--- src/hw/rtl/ps2kc_pkg.sv ---
`default_nettype none
package ps2kc_pkg;

   // bus request codes
   typedef enum logic [2:0] {
      REQ_RD_DATA   = 3'd0,
      REQ_RD_STATUS = 3'd1,
      REQ_WR_DATA   = 3'd2,
      REQ_WR_CMD    = 3'd3,
      REQ_INJECT    = 3'd4
   } req_code_type;

   // operation class handed from the front to the back
   typedef enum logic [2:0] {
      OP_NOP,
      OP_RD_DATA,
      OP_RD_STATUS,
      OP_WR_DATA,
      OP_WR_CMD,
      OP_INJECT
   } op_kind_type;

   // controller command classes
   typedef enum logic [3:0] {
      CC_IGNORE,
      CC_RD_CFG,
      CC_WR_CFG,
      CC_SELF_TEST,
      CC_PORT_TEST,
      CC_SET_KBD_DIS,
      CC_CLR_KBD_DIS,
      CC_SET_AUX_DIS,
      CC_CLR_AUX_DIS,
      CC_RD_INPORT,
      CC_RD_OUTPORT,
      CC_WR_OUTPORT,
      CC_WR_AUX
   } cmd_class_type;

   // keyboard command classes
   typedef enum logic [2:0] {
      KC_OTHER,
      KC_RESET,
      KC_IDENT,
      KC_ECHO,
      KC_PARAM
   } kbd_class_type;

   // controller command waiting for a data byte
   typedef enum logic [1:0] {
      PEND_NONE    = 2'd0,
      PEND_CFG     = 2'd1,
      PEND_OUTPORT = 2'd2,
      PEND_AUX     = 2'd3
   } pend_kind_type;

   typedef struct packed {
      op_kind_type   kind;
      cmd_class_type cmd;
      kbd_class_type kbd;
      logic [7:0]    data_byte;
      logic [7:0]    second_byte;
   } op_type;

   // controller command codes
   localparam logic [7:0] CMD_RD_CFG_LO   = 8'h20;
   localparam logic [7:0] CMD_RD_CFG_HI   = 8'h3F;
   localparam logic [7:0] CMD_WR_CFG_LO   = 8'h60;
   localparam logic [7:0] CMD_WR_CFG_HI   = 8'h7F;
   localparam logic [7:0] CMD_SELF_TEST   = 8'hAA;
   localparam logic [7:0] CMD_KBD_TEST    = 8'hAB;
   localparam logic [7:0] CMD_AUX_TEST    = 8'hA9;
   localparam logic [7:0] CMD_KBD_DISABLE = 8'hAD;
   localparam logic [7:0] CMD_KBD_ENABLE  = 8'hAE;
   localparam logic [7:0] CMD_AUX_DISABLE = 8'hA7;
   localparam logic [7:0] CMD_AUX_ENABLE  = 8'hA8;
   localparam logic [7:0] CMD_RD_INPORT   = 8'hC0;
   localparam logic [7:0] CMD_RD_OUTPORT  = 8'hD0;
   localparam logic [7:0] CMD_WR_OUTPORT  = 8'hD1;
   localparam logic [7:0] CMD_WR_AUX      = 8'hD4;

   // keyboard command codes
   localparam logic [7:0] KBD_CODE_RESET   = 8'hFF;
   localparam logic [7:0] KBD_CODE_IDENT   = 8'hF2;
   localparam logic [7:0] KBD_CODE_ECHO    = 8'hEE;
   localparam logic [7:0] KBD_CODE_LEDS    = 8'hED;
   localparam logic [7:0] KBD_CODE_RATE    = 8'hF3;
   localparam logic [7:0] KBD_CODE_SCANSET = 8'hF0;

   // response bytes and reset values
   localparam logic [7:0] RESP_ACK       = 8'hFA;
   localparam logic [7:0] RESP_BAT_OK    = 8'hAA;
   localparam logic [7:0] RESP_ID_0      = 8'hAB;
   localparam logic [7:0] RESP_ID_1      = 8'h83;
   localparam logic [7:0] RESP_ECHO      = 8'hEE;
   localparam logic [7:0] RESP_SELF_TEST = 8'h55;
   localparam logic [7:0] RESP_PORT_OK   = 8'h00;
   localparam logic [7:0] RESP_INPORT    = 8'hBF;
   localparam logic [7:0] STATUS_BASE    = 8'h14;
   localparam logic [7:0] CFG_RESET      = 8'h47;
   localparam logic [7:0] OUTPORT_RESET  = 8'hCF;
   localparam logic [7:0] CFG_KBD_DIS    = 8'h10;
   localparam logic [7:0] CFG_AUX_DIS    = 8'h20;

endpackage
`default_nettype wire

--- src/hw/rtl/ps2kc_front.sv ---
`default_nettype none
module ps2kc_front
   import ps2kc_pkg::*;
(
   input  wire logic [2:0] req_type,
   input  wire logic [7:0] req_data_byte,
   input  wire logic [7:0] req_second_byte,
   output op_type          op
);

   // classify the request, the command byte and the keyboard byte
   always_comb begin
      op.kind        = OP_NOP;
      op.cmd         = CC_IGNORE;
      op.kbd         = KC_OTHER;
      op.data_byte   = req_data_byte;
      op.second_byte = req_second_byte;

      case (req_type)
         REQ_RD_DATA:   op.kind = OP_RD_DATA;
         REQ_RD_STATUS: op.kind = OP_RD_STATUS;
         REQ_WR_DATA:   op.kind = OP_WR_DATA;
         REQ_WR_CMD:    op.kind = OP_WR_CMD;
         REQ_INJECT:    op.kind = OP_INJECT;
         default:       op.kind = OP_NOP;
      endcase

      // controller command class
      if (req_data_byte >= CMD_RD_CFG_LO && req_data_byte <= CMD_RD_CFG_HI) begin
         op.cmd = CC_RD_CFG;
      end else if (req_data_byte >= CMD_WR_CFG_LO && req_data_byte <= CMD_WR_CFG_HI) begin
         op.cmd = CC_WR_CFG;
      end else begin
         case (req_data_byte)
            CMD_SELF_TEST:   op.cmd = CC_SELF_TEST;
            CMD_KBD_TEST:    op.cmd = CC_PORT_TEST;
            CMD_AUX_TEST:    op.cmd = CC_PORT_TEST;
            CMD_KBD_DISABLE: op.cmd = CC_SET_KBD_DIS;
            CMD_KBD_ENABLE:  op.cmd = CC_CLR_KBD_DIS;
            CMD_AUX_DISABLE: op.cmd = CC_SET_AUX_DIS;
            CMD_AUX_ENABLE:  op.cmd = CC_CLR_AUX_DIS;
            CMD_RD_INPORT:   op.cmd = CC_RD_INPORT;
            CMD_RD_OUTPORT:  op.cmd = CC_RD_OUTPORT;
            CMD_WR_OUTPORT:  op.cmd = CC_WR_OUTPORT;
            CMD_WR_AUX:      op.cmd = CC_WR_AUX;
            default:         op.cmd = CC_IGNORE;
         endcase
      end

      // keyboard command class
      case (req_data_byte)
         KBD_CODE_RESET:   op.kbd = KC_RESET;
         KBD_CODE_IDENT:   op.kbd = KC_IDENT;
         KBD_CODE_ECHO:    op.kbd = KC_ECHO;
         KBD_CODE_LEDS:    op.kbd = KC_PARAM;
         KBD_CODE_RATE:    op.kbd = KC_PARAM;
         KBD_CODE_SCANSET: op.kbd = KC_PARAM;
         default:          op.kbd = KC_OTHER;
      endcase
   end

endmodule
`default_nettype wire

--- src/hw/rtl/ps2kc_queue.sv ---
`default_nettype none
module ps2kc_queue
   import ps2kc_pkg::*;
(
   input  wire logic   clock,
   input  wire logic   reset,
   input  wire logic   push,
   input  wire op_type push_op,
   output logic        full,
   output logic        valid,
   input  wire logic   pop,
   output op_type      pop_op
);

   op_type     entry_ff [2];
   logic       wr_ptr_ff, wr_ptr_in;
   logic       rd_ptr_ff, rd_ptr_in;
   logic [1:0] count_ff, count_in;

   assign full   = (count_ff == 2'd2);
   assign valid  = (count_ff != 2'd0);
   assign pop_op = entry_ff[rd_ptr_ff];

   // pointer and occupancy update
   always_comb begin
      wr_ptr_in = wr_ptr_ff ^ push;
      rd_ptr_in = rd_ptr_ff ^ pop;
      count_in  = count_ff + {1'b0, push} - {1'b0, pop};
   end

   always_ff @(posedge clock) begin
      if (reset) begin
         wr_ptr_ff <= 1'b0;
         rd_ptr_ff <= 1'b0;
         count_ff  <= 2'd0;
      end else begin
         wr_ptr_ff <= wr_ptr_in;
         rd_ptr_ff <= rd_ptr_in;
         count_ff  <= count_in;
      end
   end

   // entry storage
   always_ff @(posedge clock) begin
      if (push) begin
         entry_ff[wr_ptr_ff] <= push_op;
      end
   end

endmodule
`default_nettype wire

--- src/hw/rtl/ps2kc_back.sv ---
`default_nettype none
module ps2kc_back
   import ps2kc_pkg::*;
#(
   parameter int FIFO_DEPTH = 16
) (
   input  wire logic       clock,
   input  wire logic       reset,
   input  wire logic       op_valid,
   input  wire op_type     op,
   output logic            op_pop,
   output logic            rsp_valid,
   input  wire logic       rsp_stall,
   output logic [7:0]      rsp_read_byte,
   output logic            rsp_inject_ok
);

   // ring of a power-of-two size split into four banks, so three
   // consecutive bytes always land in different banks
   localparam int PW        = ($clog2(FIFO_DEPTH) > 3) ? $clog2(FIFO_DEPTH) : 3;
   localparam int RAW       = PW - 2;
   localparam int ROWS      = 2 ** RAW;
   localparam int NUM_BANKS = 4;
   localparam int CW        = $clog2(FIFO_DEPTH + 1);
   localparam logic [CW-1:0] DEPTH_C     = CW'(FIFO_DEPTH);
   localparam logic [CW-1:0] INJ_LIMIT_C = CW'(FIFO_DEPTH - 4);

   logic [PW-1:0]  head_ff, head_in;
   logic [PW-1:0]  tail_ff, tail_in;
   logic [CW-1:0]  count_ff, count_in;
   logic [7:0]     cfg_ff, cfg_in;
   logic [7:0]     outport_ff, outport_in;
   pend_kind_type  pend_ff, pend_in;
   logic           await_ff, await_in;

   logic           rsp_valid_ff, rsp_valid_in;
   logic           rsp_from_mem_ff;
   logic [1:0]     rsp_bank_ff;
   logic [7:0]     rsp_byte_ff;
   logic           rsp_ok_ff;

   logic           exec;
   logic           pop_byte;
   logic           res_from_mem;
   logic [7:0]     res_byte;
   logic           res_ok;
   logic [7:0]     push_byte [3];
   logic [1:0]     push_req;
   logic [1:0]     push_num;
   logic [CW-1:0]  space;

   logic           bank_we   [NUM_BANKS];
   logic [RAW-1:0] bank_row  [NUM_BANKS];
   logic [7:0]     bank_wdat [NUM_BANKS];
   logic [7:0]     bank_rdat [NUM_BANKS];
   logic [PW-1:0]  push_addr [3];

   // an item runs when the output register is free or being emptied
   assign exec          = op_valid && (!rsp_valid_ff || !rsp_stall);
   assign op_pop        = exec;
   assign rsp_valid     = rsp_valid_ff;
   assign rsp_inject_ok = rsp_ok_ff;
   assign rsp_read_byte = rsp_from_mem_ff ? bank_rdat[rsp_bank_ff] : rsp_byte_ff;

   // execute one bus access
   always_comb begin
      cfg_in       = cfg_ff;
      outport_in   = outport_ff;
      pend_in      = pend_ff;
      await_in     = await_ff;
      pop_byte     = 1'b0;
      res_from_mem = 1'b0;
      res_byte     = 8'h00;
      res_ok       = 1'b0;
      push_req     = 2'd0;
      push_byte[0] = RESP_ACK;
      push_byte[1] = RESP_BAT_OK;
      push_byte[2] = RESP_ID_1;

      case (op.kind)
         OP_RD_DATA: begin
            if (count_ff != '0) begin
               pop_byte     = 1'b1;
               res_from_mem = 1'b1;
            end
         end
         OP_RD_STATUS: begin
            res_byte = STATUS_BASE | {7'd0, (count_ff != '0)};
         end
         OP_WR_DATA: begin
            if (pend_ff != PEND_NONE) begin
               // finish the pending controller command
               pend_in = PEND_NONE;
               case (pend_ff)
                  PEND_CFG:     cfg_in = op.data_byte;
                  PEND_OUTPORT: outport_in = op.data_byte;
                  default:      push_req = 2'd1;
               endcase
            end else if (await_ff) begin
               await_in = 1'b0;
               push_req = 2'd1;
            end else begin
               case (op.kbd)
                  KC_RESET: push_req = 2'd2;
                  KC_IDENT: begin
                     push_req     = 2'd3;
                     push_byte[1] = RESP_ID_0;
                  end
                  KC_ECHO: begin
                     push_req     = 2'd1;
                     push_byte[0] = RESP_ECHO;
                  end
                  KC_PARAM: begin
                     await_in = 1'b1;
                     push_req = 2'd1;
                  end
                  default: push_req = 2'd1;
               endcase
            end
         end
         OP_WR_CMD: begin
            case (op.cmd)
               CC_RD_CFG: begin
                  push_req     = 2'd1;
                  push_byte[0] = cfg_ff;
               end
               CC_WR_CFG: pend_in = PEND_CFG;
               CC_SELF_TEST: begin
                  push_req     = 2'd1;
                  push_byte[0] = RESP_SELF_TEST;
               end
               CC_PORT_TEST: begin
                  push_req     = 2'd1;
                  push_byte[0] = RESP_PORT_OK;
               end
               CC_SET_KBD_DIS: cfg_in = cfg_ff | CFG_KBD_DIS;
               CC_CLR_KBD_DIS: cfg_in = cfg_ff & ~CFG_KBD_DIS;
               CC_SET_AUX_DIS: cfg_in = cfg_ff | CFG_AUX_DIS;
               CC_CLR_AUX_DIS: cfg_in = cfg_ff & ~CFG_AUX_DIS;
               CC_RD_INPORT: begin
                  push_req     = 2'd1;
                  push_byte[0] = RESP_INPORT;
               end
               CC_RD_OUTPORT: begin
                  push_req     = 2'd1;
                  push_byte[0] = outport_ff;
               end
               CC_WR_OUTPORT: pend_in = PEND_OUTPORT;
               CC_WR_AUX:     pend_in = PEND_AUX;
               default: ;
            endcase
         end
         OP_INJECT: begin
            if (count_ff <= INJ_LIMIT_C) begin
               push_req     = 2'd2;
               push_byte[0] = op.data_byte;
               push_byte[1] = op.second_byte;
               res_ok       = 1'b1;
            end
         end
         default: ;
      endcase

      if (!exec) begin
         push_req = 2'd0;
         pop_byte = 1'b0;
      end
   end

   // bytes beyond the free space are dropped
   always_comb begin
      space    = DEPTH_C - count_ff;
      push_num = (space < {{(CW-2){1'b0}}, push_req}) ? space[1:0] : push_req;
      tail_in  = tail_ff + PW'(push_num);
      head_in  = head_ff + PW'(pop_byte);
      count_in = count_ff + CW'(push_num) - CW'(pop_byte);
   end

   // steer up to three bytes onto the banks
   always_comb begin
      for (int b = 0; b < NUM_BANKS; b++) begin
         bank_we[b]   = 1'b0;
         bank_row[b]  = '0;
         bank_wdat[b] = 8'h00;
      end
      for (int i = 0; i < 3; i++) begin
         push_addr[i] = tail_ff + PW'(i);
         if (2'(i) < push_num) begin
            bank_we[push_addr[i][1:0]]   = 1'b1;
            bank_row[push_addr[i][1:0]]  = push_addr[i][PW-1:2];
            bank_wdat[push_addr[i][1:0]] = push_byte[i];
         end
      end
   end

   // bank memories with registered read at the head row
   for (genvar gi = 0; gi < NUM_BANKS; gi++) begin : g_bank
      logic [7:0] bank_mem [ROWS];
      logic [7:0] rdat_ff;

      always_ff @(posedge clock) begin
         if (bank_we[gi]) begin
            bank_mem[bank_row[gi]] <= bank_wdat[gi];
         end
         if (exec) begin
            rdat_ff <= bank_mem[head_ff[PW-1:2]];
         end
      end

      assign bank_rdat[gi] = rdat_ff;
   end

   // output register
   assign rsp_valid_in = exec || (rsp_valid_ff && rsp_stall);

   always_ff @(posedge clock) begin
      if (exec) begin
         rsp_from_mem_ff <= res_from_mem;
         rsp_bank_ff     <= head_ff[1:0];
         rsp_byte_ff     <= res_byte;
         rsp_ok_ff       <= res_ok;
      end
   end

   // control state
   always_ff @(posedge clock) begin
      if (reset) begin
         head_ff      <= '0;
         tail_ff      <= '0;
         count_ff     <= '0;
         cfg_ff       <= CFG_RESET;
         outport_ff   <= OUTPORT_RESET;
         pend_ff      <= PEND_NONE;
         await_ff     <= 1'b0;
         rsp_valid_ff <= 1'b0;
      end else begin
         head_ff      <= head_in;
         tail_ff      <= tail_in;
         count_ff     <= count_in;
         rsp_valid_ff <= rsp_valid_in;
         if (exec) begin
            cfg_ff     <= cfg_in;
            outport_ff <= outport_in;
            pend_ff    <= pend_in;
            await_ff   <= await_in;
         end
      end
   end

endmodule
`default_nettype wire

--- src/hw/rtl/ps2_keyboard_controller_stub_core.sv ---
// PS/2 controller with an attached keyboard that never sends keys.
// Request channel (req_*): one bus access per beat: data read, status
// read, data write, command write, or injection of a make/break pair.
// Response channel (rsp_*): exactly one beat per request, in order, with
// the read byte (0 for non-reads) and the injection accept flag.
// A front decoder classifies each request into a two-entry queue; the back
// end runs it against the controller state and the response byte ring.
// An accepted request is held in the queue, and its response is registered
// in the output register that drives rsp_valid. Throughput: one request per
// cycle unless the receiver stalls; up to three bytes enter the ring in one
// cycle through four interleaved banks, each with one write and one read.
// When the receiver stalls, the response holds in the output register, the
// back end stops, the queue fills and req_stall rises once two requests wait.
// Reset clears the ring, restores configuration 0x47 and output port 0xCF,
// and drops any pending command; no clearing pass is needed.
`default_nettype none
module ps2_keyboard_controller_stub_core
   import ps2kc_pkg::*;
#(
   parameter int FIFO_DEPTH = 16
) (
   input  wire logic       clock,
   input  wire logic       reset,
   input  wire logic       req_valid,
   output logic            req_stall,
   input  wire logic [2:0] req_type,
   input  wire logic [7:0] req_data_byte,
   input  wire logic [7:0] req_second_byte,
   output logic            rsp_valid,
   input  wire logic       rsp_stall,
   output logic [7:0]      rsp_read_byte,
   output logic            rsp_inject_ok
);

   op_type front_op;
   op_type back_op;
   logic   q_full;
   logic   q_valid;
   logic   q_pop;
   logic   q_push;

   assign req_stall = q_full;
   assign q_push    = req_valid && !q_full;

   // request classification
   ps2kc_front u_front (
      .req_type        (req_type),
      .req_data_byte   (req_data_byte),
      .req_second_byte (req_second_byte),
      .op              (front_op)
   );

   // decoupling queue
   ps2kc_queue u_queue (
      .clock   (clock),
      .reset   (reset),
      .push    (q_push),
      .push_op (front_op),
      .full    (q_full),
      .valid   (q_valid),
      .pop     (q_pop),
      .pop_op  (back_op)
   );

   // execution and response ring
   ps2kc_back #(
      .FIFO_DEPTH (FIFO_DEPTH)
   ) u_back (
      .clock         (clock),
      .reset         (reset),
      .op_valid      (q_valid),
      .op            (back_op),
      .op_pop        (q_pop),
      .rsp_valid     (rsp_valid),
      .rsp_stall     (rsp_stall),
      .rsp_read_byte (rsp_read_byte),
      .rsp_inject_ok (rsp_inject_ok)
   );

endmodule
`default_nettype wire

--- config.mk ---
export PLATFORM = sky130hd
export DESIGN_NAME = ps2_keyboard_controller_stub_core
export DESIGN_NICKNAME = d
export VERILOG_FILES = /design/src/hw/rtl/ps2kc_pkg.sv /design/src/hw/rtl/ps2kc_front.sv /design/src/hw/rtl/ps2kc_queue.sv /design/src/hw/rtl/ps2kc_back.sv /design/src/hw/rtl/ps2_keyboard_controller_stub_core.sv
export SDC_FILE = /design/constraint.sdc
export NUM_CORES = 1
export LEC_CHECK = 0
export BUFFER_PORTS_ARGS = -buffer_cell sky130_fd_sc_hd__buf_2
export CAP_MARGIN = 5
export CELL_PAD_IN_SITES_DETAIL_PLACEMENT = 0
export CELL_PAD_IN_SITES_GLOBAL_PLACEMENT = 1
export CORE_MARGIN = 8
export CORE_UTILIZATION = 52
export DETAILED_ROUTE_END_ITERATION = 8
export PLACE_DENSITY = 0.76
export SLEW_MARGIN = 20
export SYNTH_ARGS = -nofsm -noshare
export SYNTH_HDL_FRONTEND = slang
export SYNTH_SLANG_ARGS = --single-unit
--- constraint.sdc ---
create_clock -name clock -period 6.1 [get_ports clock]
set_input_delay 0.61 -clock clock [delete_from_list [all_inputs] [get_ports clock]]
set_output_delay 0.61 -clock clock [all_outputs]
set_load 0.005 [all_outputs]
==> flow_metrics.env <==
export IMPL_status="complete, no violations"
export IMPL_critPathLaunchType="flop"
export IMPL_grt_pass1_vias=7360
export IMPL_first_pass_iters=5
export IMPL_nFillCells=1683
export IMPL_worst_slew_pin_slew_ns=0.985
export IMPL_gr_total_overflow=0
export IMPL_routed_wl_mm=26.2
export IMPL_cts_tree="yes"
export IMPL_synth_top_area_share_pct=55.8
export IMPL_diodes=0
export IMPL_slew_limit_headroom_pct=33.9
export IMPL_holdWs_ns=0.256
export IMPL_io_buffers=33
export IMPL_final_cell_mix="218 x edfxtp_1, 69 x nor2_1, 57 x nand2_1"
export IMPL_ant_nets=0
export IMPL_syn_to_final_growth_pct=11.6
export IMPL_synth_edff_count=218
export IMPL_drc=0
export IMPL_hold_viol=0
export IMPL_max_freq_mhz=196
export IMPL_antenna_found_initial=0
export IMPL_fp_row_count=55
export IMPL_ys_types=82
export IMPL_synthesis_area_sq_um=11700
export IMPL_core_area_sq_um=22400
export IMPL_layout_commonest_cell="edfxtp_1"
export IMPL_wire_per_inst_um=21.9
export IMPL_drive_gt1_share_pct=16.9
export IMPL_synth_area_leaders="edfxtp_1 56%, mux4_2 7.7%, dfxtp_1 6.3%, ha_1 2.7%, nor2_1 2.2%"
export IMPL_arrival_ns=5.26
export IMPL_cts_sinks=255
export IMPL_tns_ns=0
export IMPL_dieHeight_um=166
export IMPL_first_iter_violations=581
export IMPL_rsz0062_at_grt="no"
export IMPL_synth_seq_area_share_pct=62.1
export IMPL_start_util_pct=52.5
export IMPL_synth_top_cell_by_area="edfxtp_1"
export IMPL_place_congestion=0.932
export IMPL_finalSetupViolCount=0
export IMPL_critPathCaptureType="flop"
export IMPL_cts_max_level=1
export IMPL_dp_hpwl_mm=19.0
export IMPL_clk_path_buf_depth=3
export IMPL_vias=7350
export IMPL_post_route_min_period_ns=5.11
export IMPL_clock_skew_ns=0.0192
export IMPL_min_path_type="in2reg"
export IMPL_crit_fanout=17
export IMPL_p_per_area_nw_per_um2=401
export IMPL_total_power_mw=5.26
export IMPL_numCtsBuffers=26
export IMPL_grt_use_total_pct=18.7
export IMPL_cts_root_buffer="clkbuf_16"
export IMPL_critPathKind="reg2reg"
export IMPL_maxSlewViolCount=0
export IMPL_p_leak_nw=4.49
export IMPL_die_area_sq_um=27600
export IMPL_ctsHoldBuffers=0
export IMPL_final_util_pct=58.6
export IMPL_vias_per_cell=6.14
export IMPL_cts_setup_buffers=0
export IMPL_clkSlewWorstSetupHoldPaths_ns=0.06
export IMPL_fin_crit_sh_pct=83.8
export IMPL_critPathRequiredTime_ns=6.25
export IMPL_cts_resized=0
export IMPL_syn_nets=902
export IMPL_die_w_um=166
export IMPL_yosysWarnings=0
export IMPL_synthFlopType="edfxtp_1"
export IMPL_async_flop_share_pct=0
export IMPL_clk_latency_ns=0.54
export IMPL_grt_max_degree=42
export IMPL_nNetsFinal=942
export IMPL_boundaryPins=34
export IMPL_peakVddDrop_v=0.000254
export IMPL_syn_instance_count=852
export IMPL_postSynthAreaPerCell_sq_um=13.8
export IMPL_cap_violations=0
export IMPL_synth_seq_cells=255
export IMPL_grt_pass1_wl_mm=41.4
## logic make-up after synthesis
group	after synthesis	share of synthesized area, %
xor+xnor	17	1.27
mux	62	9.62
compound gates	179	11.1
fa+ha+maj	27	3.01
flops	255	62.1
simple gates	252	10.9
buf+inv	60	2.07
## synth_stat cells, types with 21 or more instances
master      n
inv_1      25
nor3_1     25
nor2b_1    22
mux4_2     40
nand2_1    57
clkbuf_1   24
nor2_1     69
ha_1       25
a21oi_1    37
edfxtp_1  218
dfxtp_1    37
o22ai_1    21
## per-stage QoR
step                area (sq um)  std cells  worst slack, ns
CTS                        13100       1197             1.00
detailed placement         12200       1149             1.04
global placement           12200       1149             1.31
global route               13100       1197            0.678
finish                     13100       1197            0.988
floorplan                  11700        852             1.03
## report_power, final
| group | internal [mW] | switching [mW] | total [mW] | leakage (nW) |
|---|---|---|---|---|
| Sequential | 2.21 | 0.162 | 2.37 | 2.44 |
| Combinational | 0.491 | 0.805 | 1.30 | 1.62 |
| Clock | 0.954 | 0.642 | 1.60 | 0.428 |
| Total | 3.65 | 1.61 | 5.26 | 4.49 |
## worst paths after layout
kind	startpoint	endpoint	slack, ns	cells past startpoint
hold / removal	req_second_byte[2]	u_queue.entry_ff[0][2]	0.26	1
setup reg to reg	u_queue.rd_ptr_ff	u_back.g_bank[3].bank_mem[3][6]	0.99	14
hold reg to reg	u_back.outport_ff[2]	u_back.outport_ff[2]	0.47	1
setup / recovery	u_queue.rd_ptr_ff	u_back.g_bank[3].bank_mem[3][6]	0.99	14
## routing by layer
metal	vias to the layer above	track usage, %	share of wire (%)
met5	-	0	0
met4	0	6.27	3.2
met3	55	2.64	5.0
met2	259	33.7	52
met1	3626	22.9	40
li1	3410	-	-
## critical path, cell delays in order (launching register included)
cell and delay [ns]:
dfxtp_2 0.53, mux2_2 0.45, xor2_1 0.17, o32ai_1 0.34, and2_0 0.33, inv_1 0.10
ha_1 0.18, nand2b_1 0.18, or4b_1 0.62, a311o_1 0.41, o211ai_4 0.21, inv_6 0.10
nor2_4 0.21, o311ai_1 0.14, a21oi_1 0.74
## layout make-up
class	count	area [sq um]	area share, %
Tap cell	285	357	2.72
Inverter	26	103	0.783
Clock buffer	37	762	5.82
Sequential cell	255	7290	55.6
Multi-Input combinational cell	537	4210	32.1
Timing Repair Buffer	46	263	2.01
Clock inverter	11	123	0.936
## flip-flops by register name, indices dropped and copies added, names as in the netlist, 4 cells and up
name / count
u_back.g_bank.rdat_ff: 32
u_back.head_ff: 4
u_queue.entry_ff: 52
u_back.outport_ff: 8
u_back.count_ff: 5
u_back.g_bank.bank_mem: 128
u_back.cfg_ff: 8
u_back.tail_ff: 4
No activity file was read; power rests on OpenSTA's default activity.
